$ cat config.mk
export PLATFORM = sky130hd
export DESIGN_NAME = trimmed_mean_sample_filter_core
export DESIGN_NICKNAME = d
export VERILOG_FILES = /design/src/rtl/core/tmsf_pkg.sv /design/src/rtl/core/tmsf_cell.sv /design/src/rtl/core/trimmed_mean_sample_filter_core.sv
export SDC_FILE = /design/constraint.sdc
export NUM_CORES = 1
export LEC_CHECK = 0
export BUFFER_PORTS_ARGS = -buffer_cell sky130_fd_sc_hd__buf_4
export CAP_MARGIN = 20
export CORE_MARGIN = 2
export CORE_UTILIZATION = 60
export CTS_BUF_LIST = sky130_fd_sc_hd__clkbuf_2 sky130_fd_sc_hd__clkbuf_4 sky130_fd_sc_hd__clkbuf_8
export DETAILED_ROUTE_END_ITERATION = 8
export GPL_TIMING_DRIVEN = 0
export PLACE_DENSITY = 0.88
export REMOVE_ABC_BUFFERS = 1
export SLEW_MARGIN = 25
export SYNTH_ARGS = -nofsm -noshare
export SYNTH_HDL_FRONTEND = slang
export SYNTH_SLANG_ARGS = --single-unit
$ cat constraint.sdc
create_clock -name clk -period 7.1 [get_ports clk]
set_input_delay 0.71 -clock clk [delete_from_list [all_inputs] [get_ports clk]]
set_output_delay 0.71 -clock clk [all_outputs]
set_load 0.05 [all_outputs]
$ cat src/rtl/core/tmsf_pkg.sv
package tmsf_pkg;

	// fixed field widths on the ports
	localparam int SAMPLE_FIELD_W = 12;
	localparam int DATA_W         = 16;
	localparam int USER_W         = 1;

	// control broadcast to every sorter cell
	typedef struct packed {
		logic insert;
		logic drain;
	} cell_ctrl_t;

endpackage

$ cat src/rtl/core/tmsf_cell.sv
module tmsf_cell
	import tmsf_pkg::*;
#(
	parameter int W = 12
) (
	input  logic         clk,
	input  cell_ctrl_t   ctrl,
	input  logic         occ,
	input  logic [W-1:0] new_val,
	input  logic [W-1:0] left_val,
	input  logic         left_gt,
	input  logic [W-1:0] right_val,
	output logic [W-1:0] val,
	output logic         gt
);

	logic [W-1:0] val_q;

	// an empty cell counts as larger than anything
	assign gt  = !occ || (val_q > new_val);
	assign val = val_q;

	always_ff @(posedge clk) begin
		if (ctrl.insert) begin
			if (left_gt) begin
				val_q <= left_val;
			end else if (gt) begin
				val_q <= new_val;
			end
		end else if (ctrl.drain) begin
			val_q <= right_val;
		end
	end

endmodule

$ cat src/rtl/core/trimmed_mean_sample_filter_core.sv
// after a window's last sample the sorter chain drains into the sum (ST_SUM),
//   the reciprocal multiplier scales it (ST_MUL) and ST_OUT waits for the
//   output register; throughput: one sample per cycle while a window fills,
//   and s_tready stays low until that window's result is loaded
// reset: arst_n asynchronous, active low, clears fill count, axis and handshakes
module trimmed_mean_sample_filter_core
	import tmsf_pkg::*;
#(
	parameter int SAMPLES     = 5,
	parameter int DROP        = 1,
	parameter int SAMPLE_BITS = 12
) (
	input  logic              clk,
	input  logic              arst_n,
	// input words
	input  logic              s_tvalid,
	output logic              s_tready,
	input  logic [DATA_W-1:0] s_tdata,  // [11:0] sample, [15:12] zero
	input  logic [USER_W-1:0] s_tuser,  // [0] axis
	// result words
	output logic              m_tvalid,
	input  logic              m_tready,
	output logic [DATA_W-1:0] m_tdata,  // [11:0] filtered, [15:12] zero
	output logic [USER_W-1:0] m_tuser   // [0] axis_out
);

	// trim is shrunk so that at least one sample survives
	localparam int TRIM   = (2 * DROP < SAMPLES) ? DROP : (SAMPLES - 1) / 2;
	localparam int KEPT   = SAMPLES - 2 * TRIM;
	localparam int SUM_W  = SAMPLE_BITS + 4;
	localparam int SHIFT  = SUM_W + 4;
	localparam int RCP_W  = SUM_W + 5;
	localparam int PROD_W = SUM_W + RCP_W;
	localparam int CNT_W  = $clog2(SAMPLES + 1);
	localparam int IDX_W  = $clog2(SAMPLES);
	// rounded-up reciprocal, exact floor for any sum below 2**SUM_W
	localparam logic [RCP_W-1:0] RECIP =
		RCP_W'(((64'd1 << SHIFT) + 64'(KEPT) - 64'd1) / 64'(KEPT));

	localparam logic [1:0] ST_FILL = 2'd0;
	localparam logic [1:0] ST_SUM  = 2'd1;
	localparam logic [1:0] ST_MUL  = 2'd2;
	localparam logic [1:0] ST_OUT  = 2'd3;

	logic [1:0]             state_q;
	logic [CNT_W-1:0]       fill_q;
	logic [IDX_W-1:0]       idx_q;
	logic                   axis_q;
	logic [SUM_W-1:0]       sum_q;
	logic [PROD_W-1:0]      prod_q;
	logic                   m_valid_q;
	logic [SAMPLE_FIELD_W-1:0] m_filt_q;
	logic                   m_axis_q;

	logic                   in_acc;
	logic                   out_load;
	logic                   keep;
	logic [SAMPLE_BITS-1:0] new_val;
	cell_ctrl_t             ctrl;

	logic [SAMPLE_BITS-1:0] cell_val [SAMPLES];
	logic                   cell_gt  [SAMPLES];

	assign s_tready = (state_q == ST_FILL);
	assign in_acc   = s_tvalid && s_tready;
	// bits above SAMPLE_BITS are dropped, narrower fields zero-extend
	assign new_val  = SAMPLE_BITS'(s_tdata[SAMPLE_FIELD_W-1:0]);

	assign ctrl.insert = in_acc;
	assign ctrl.drain  = (state_q == ST_SUM);

	// sorted chain: cell 0 holds the smallest, drains towards cell 0
	for (genvar i = 0; i < SAMPLES; i++) begin : g_cell
		logic [SAMPLE_BITS-1:0] lval;
		logic                   lgt;
		logic [SAMPLE_BITS-1:0] rval;
		logic                   occ;

		if (i == 0) begin : g_first
			assign lval = new_val;
			assign lgt  = 1'b0;
		end else begin : g_mid
			assign lval = cell_val[i-1];
			assign lgt  = cell_gt[i-1];
		end

		if (i == SAMPLES - 1) begin : g_last
			assign rval = cell_val[i];
		end else begin : g_inner
			assign rval = cell_val[i+1];
		end

		assign occ = (CNT_W'(i) < fill_q);

		tmsf_cell #(
			.W (SAMPLE_BITS)
		) u_cell (
			.clk       (clk),
			.ctrl      (ctrl),
			.occ       (occ),
			.new_val   (new_val),
			.left_val  (lval),
			.left_gt   (lgt),
			.right_val (rval),
			.val       (cell_val[i]),
			.gt        (cell_gt[i])
		);
	end

	// only the middle ranks go into the sum
	assign keep = (idx_q >= IDX_W'(TRIM)) && (idx_q <= IDX_W'(SAMPLES - TRIM - 1));

	assign out_load = (state_q == ST_OUT) && (!m_valid_q || m_tready);

	always_ff @(posedge clk or negedge arst_n) begin
		if (!arst_n) begin
			state_q <= ST_FILL;
			fill_q  <= '0;
			idx_q   <= '0;
			axis_q  <= 1'b0;
		end else begin
			case (state_q)
				ST_FILL: begin
					if (in_acc) begin
						if (fill_q == '0) begin
							axis_q <= s_tuser[0];
						end
						if (fill_q == CNT_W'(SAMPLES - 1)) begin
							fill_q  <= '0;
							idx_q   <= '0;
							state_q <= ST_SUM;
						end else begin
							fill_q <= fill_q + 1'b1;
						end
					end
				end
				ST_SUM: begin
					if (idx_q == IDX_W'(SAMPLES - 1)) begin
						state_q <= ST_MUL;
					end else begin
						idx_q <= idx_q + 1'b1;
					end
				end
				ST_MUL: begin
					state_q <= ST_OUT;
				end
				ST_OUT: begin
					if (out_load) begin
						state_q <= ST_FILL;
					end
				end
				default: begin
					state_q <= ST_FILL;
				end
			endcase
		end
	end

	// accumulator and scaling product
	always_ff @(posedge clk) begin
		if (in_acc && (fill_q == CNT_W'(SAMPLES - 1))) begin
			sum_q <= '0;
		end else if ((state_q == ST_SUM) && keep) begin
			sum_q <= sum_q + SUM_W'(cell_val[0]);
		end
		if (state_q == ST_MUL) begin
			prod_q <= PROD_W'(sum_q) * PROD_W'(RECIP);
		end
	end

	// output register, the fill side keeps going while a word waits here
	always_ff @(posedge clk or negedge arst_n) begin
		if (!arst_n) begin
			m_valid_q <= 1'b0;
		end else if (out_load) begin
			m_valid_q <= 1'b1;
		end else if (m_tready) begin
			m_valid_q <= 1'b0;
		end
	end

	always_ff @(posedge clk) begin
		if (out_load) begin
			m_filt_q <= prod_q[SHIFT +: SAMPLE_FIELD_W];
			m_axis_q <= axis_q;
		end
	end

	assign m_tvalid = m_valid_q;
	assign m_tdata  = {{(DATA_W - SAMPLE_FIELD_W){1'b0}}, m_filt_q};
	assign m_tuser  = m_axis_q;

endmodule

==> impl_metrics.csv <==
group,metric,value,unit
outcome,outcome,"finished clean",
logic_synthesis,syn_avg_cell_area,10.5,µm²
finish,n_antenna_cell,0,
worst_setup_path,path_class,"flip-flop to flip-flop",
routing,routed_wl,23400,µm
clock_tree,cts_tree,"built",
floorplanning,core-area,17200,µm²
global_routing,grt_overflow,0,
clock_tree,post_cts_buffers,0,
worst_setup_path,crit_path_max_fanout,5,
worst_setup_path,end_kind,"flip-flop",
sta,slew_viol_final,0,
finish,finalNonFillerCells,1247,
clock_tree,cts_sinks,111,
worst_setup_path,cp-start-kind,"flip-flop",
sta,finClkSkew,23.0,ps
logic_synthesis,yosysTopAreaCell,"edfxtp_1",
global_routing,grt_pass1_vias,8332,
floorplanning,dieHeight,136,µm
sta,fin_crit_sh,0.872,
placement,hpwl,18800,µm
logic_synthesis,yosys_warnings,0,
logic_synthesis,async_flop_share,0.0901,
sta,finalSetupTns,0,ps
worst_setup_path,arrival,6340,ps
finish,fill_cells,1262,
run,maxCapViolCount,0,
routing,ant_nets,0,
floorplanning,start_util,0.610,
logic_synthesis,yosysMostFrequentCell,"ha_1",
floorplanning,ios,40,
floorplanning,fp.dieArea,18600,µm²
clock_tree,h-tree-depth,3,
routing,first_iter_violations,533,
finish,drive_gt1_frac,0.0802,
sta,fmax,0.162,GHz
logic_synthesis,synth_top_cells_by_count,"183 x ha_1, 156 x inv_1, 85 x edfxtp_1",
sta,max-slew-margin-rel,0.330,
finish,area_delta_synth_final,6.29,%
logic_synthesis,synth-edff-count,85,
placement,port_buffers,31,
sta,worst_pin_slew,1000,ps
logic_synthesis,synth_cells,1003,
logic_synthesis,synth.top_cell.area_share,0.243,
finish,fin_nets,1296,
global_routing,grt.total_usage,0.268,
sta,rsz0062_at_grt,"false",
logic_synthesis,netlist_area,10500,µm²
floorplanning,die_w,136,µm
clock_tree,postCtsHoldBufs,0,
finish,utilization,0.648,
logic_synthesis,yosysUniqueCellTypes,57,
global_routing,grt_max_degree,69,
logic_synthesis,synth_area_leaders,"edfxtp_1 24%, ha_1 22%, fa_1 14%",
hold_path,hp-class,"input port to async pin",
routing,wl_per_cell,18.8,µm
routing,drc_errors,0,
clock_tree,clkTransAtPathRegs,120,ps
clock_tree,cts_made_buffers,9,
logic_synthesis,yosysSeqAreaShare,0.297,
clock_tree,cts_resized,0,
sta,min_period,6190,ps
logic_synthesis,ys_ff_latch,111,
global_routing,antenna_found_initial,0,
clock_tree,insertion_delay,400,ps
clock_tree,cts.path.max_buffers,2,
logic_synthesis,synthFlopType,"edfxtp_1",
routing,detail_route.vias_per_cell,6.19,
worst_setup_path,required,7250,ps
placement,place.gp.congestion,0.863,
routing,drt_first_pass_iters,5,
routing,vias,7718,
clock_tree,root_buffer,"clkbuf_8",
sta,finalHoldWorstSlack,114,ps
global_routing,grt_pass1_wl,39200,µm
sta,hold_violations,0,
placement,dp_cells,1231,
sta,finalSetupViolCount,0,
floorplanning,rows,48,
worst paths after layout:
path / from / end / slack (ps) / cells past startpoint
hold / removal: arst_n / fill_q[0] / 110 / 1
setup reg to reg: sum_q[6] / prod_q[31] / 910 / 16
max in group asynchronous: arst_n / idx_q[2] / 6830 / 1
setup / recovery: sum_q[6] / prod_q[31] / 910 / 16
min in group clk: prod_q[31] / m_filt_q[11] / 430 / 0
hold reg to reg: prod_q[31] / m_filt_q[11] / 430 / 0
kinds of logic (layout without fill, tap and decap cells):
kind of cell | after synthesis | count (layout) | synth area share
fa+ha+maj | 258 | 258 | 0.361
mux | 19 | 19 | 0.0196
other cells | 1 | 4 | 0.000357
compound gates | 237 | 237 | 0.155
simple gates | 160 | 160 | 0.0735
xor+xnor | 29 | 29 | 0.0242
buf+inv | 188 | 204 | 0.0689
flops | 111 | 111 | 0.297
metal layers:
metal / up-vias / GRT usage / wire [µm]
met5: - / 0 / 0
met4: 0 / 0.114 / 839
met3: 77 / 0.0444 / 1260
met2: 287 / 0.498 / 12600
met1: 3772 / 0.302 / 8770
li1: 3582 / - / -
layout make-up:
| class | instances | area, µm² | area share |
|---|---|---|---|
| clock buffer | 9 | 124 | 0.0111 |
| sequential | 111 | 3120 | 0.280 |
| inverter | 156 | 586 | 0.0524 |
| multi-input combinational | 707 | 6730 | 0.602 |
| tap | 225 | 282 | 0.0252 |
| clock inverter | 7 | 66.3 | 0.00594 |
| timing repair buffer | 32 | 260 | 0.0233 |
layout by cell type (no fill, tap or decap), types with 4 or more instances in the layout:
master / n
nor2_1: 36
dfrtp_1: 10
nand2_1: 53
inv_1: 156
edfxtp_1: 85
clkbuf_8: 9
nor3_1: 5
buf_4: 31
or2_2: 5
conb_1: 4
nand4_1: 17
xnor2_1: 18
and2_1: 7
o21ai_0: 35
ha_1: 183
a211oi_1: 8
a221o_1: 39
nand2b_1: 5
dfxtp_1: 16
mux2i_1: 6
o21a_1: 10
fa_1: 75
a21o_1: 39
a21oi_1: 70
xor2_1: 11
nor2b_1: 10
nand3_1: 6
mux2_2: 13
stage by stage:
| stage | setup WS [ps] | cell area [µm²] |
|---|---|---|
| after floorplan | 1690 | 10400 |
| after global placement | 1370 | 10900 |
| after detailed placement | 1090 | 11000 |
| after CTS | 1040 | 11200 |
| after global routing | 811 | 11200 |
| final | 912 | 11200 |
registers in the layout (all words and copies together), names as in the netlist, 2 cells and up:
signal	flops
sum_q	16
idx_q	3
m_filt_q	12
prod_q	12
fill_q	3
g_cell.u_cell.val	60
state_q	2
worst max-delay path, cell delays in order (launching register included):
cell	delay, ps
dfxtp_1	560
ha_1	350
inv_1	100
fa_1	660
fa_1	570
fa_1	580
inv_1	80
fa_1	500
fa_1	510
ha_1	350
nand3_1	130
nor2_1	210
a32oi_1	200
a21oi_1	500
o22ai_4	190
mux2i_1	170
a221o_1	270
Power is not shown: default switching activity piles up to over one toggle a cycle in this logic, so the estimate is an artifact.
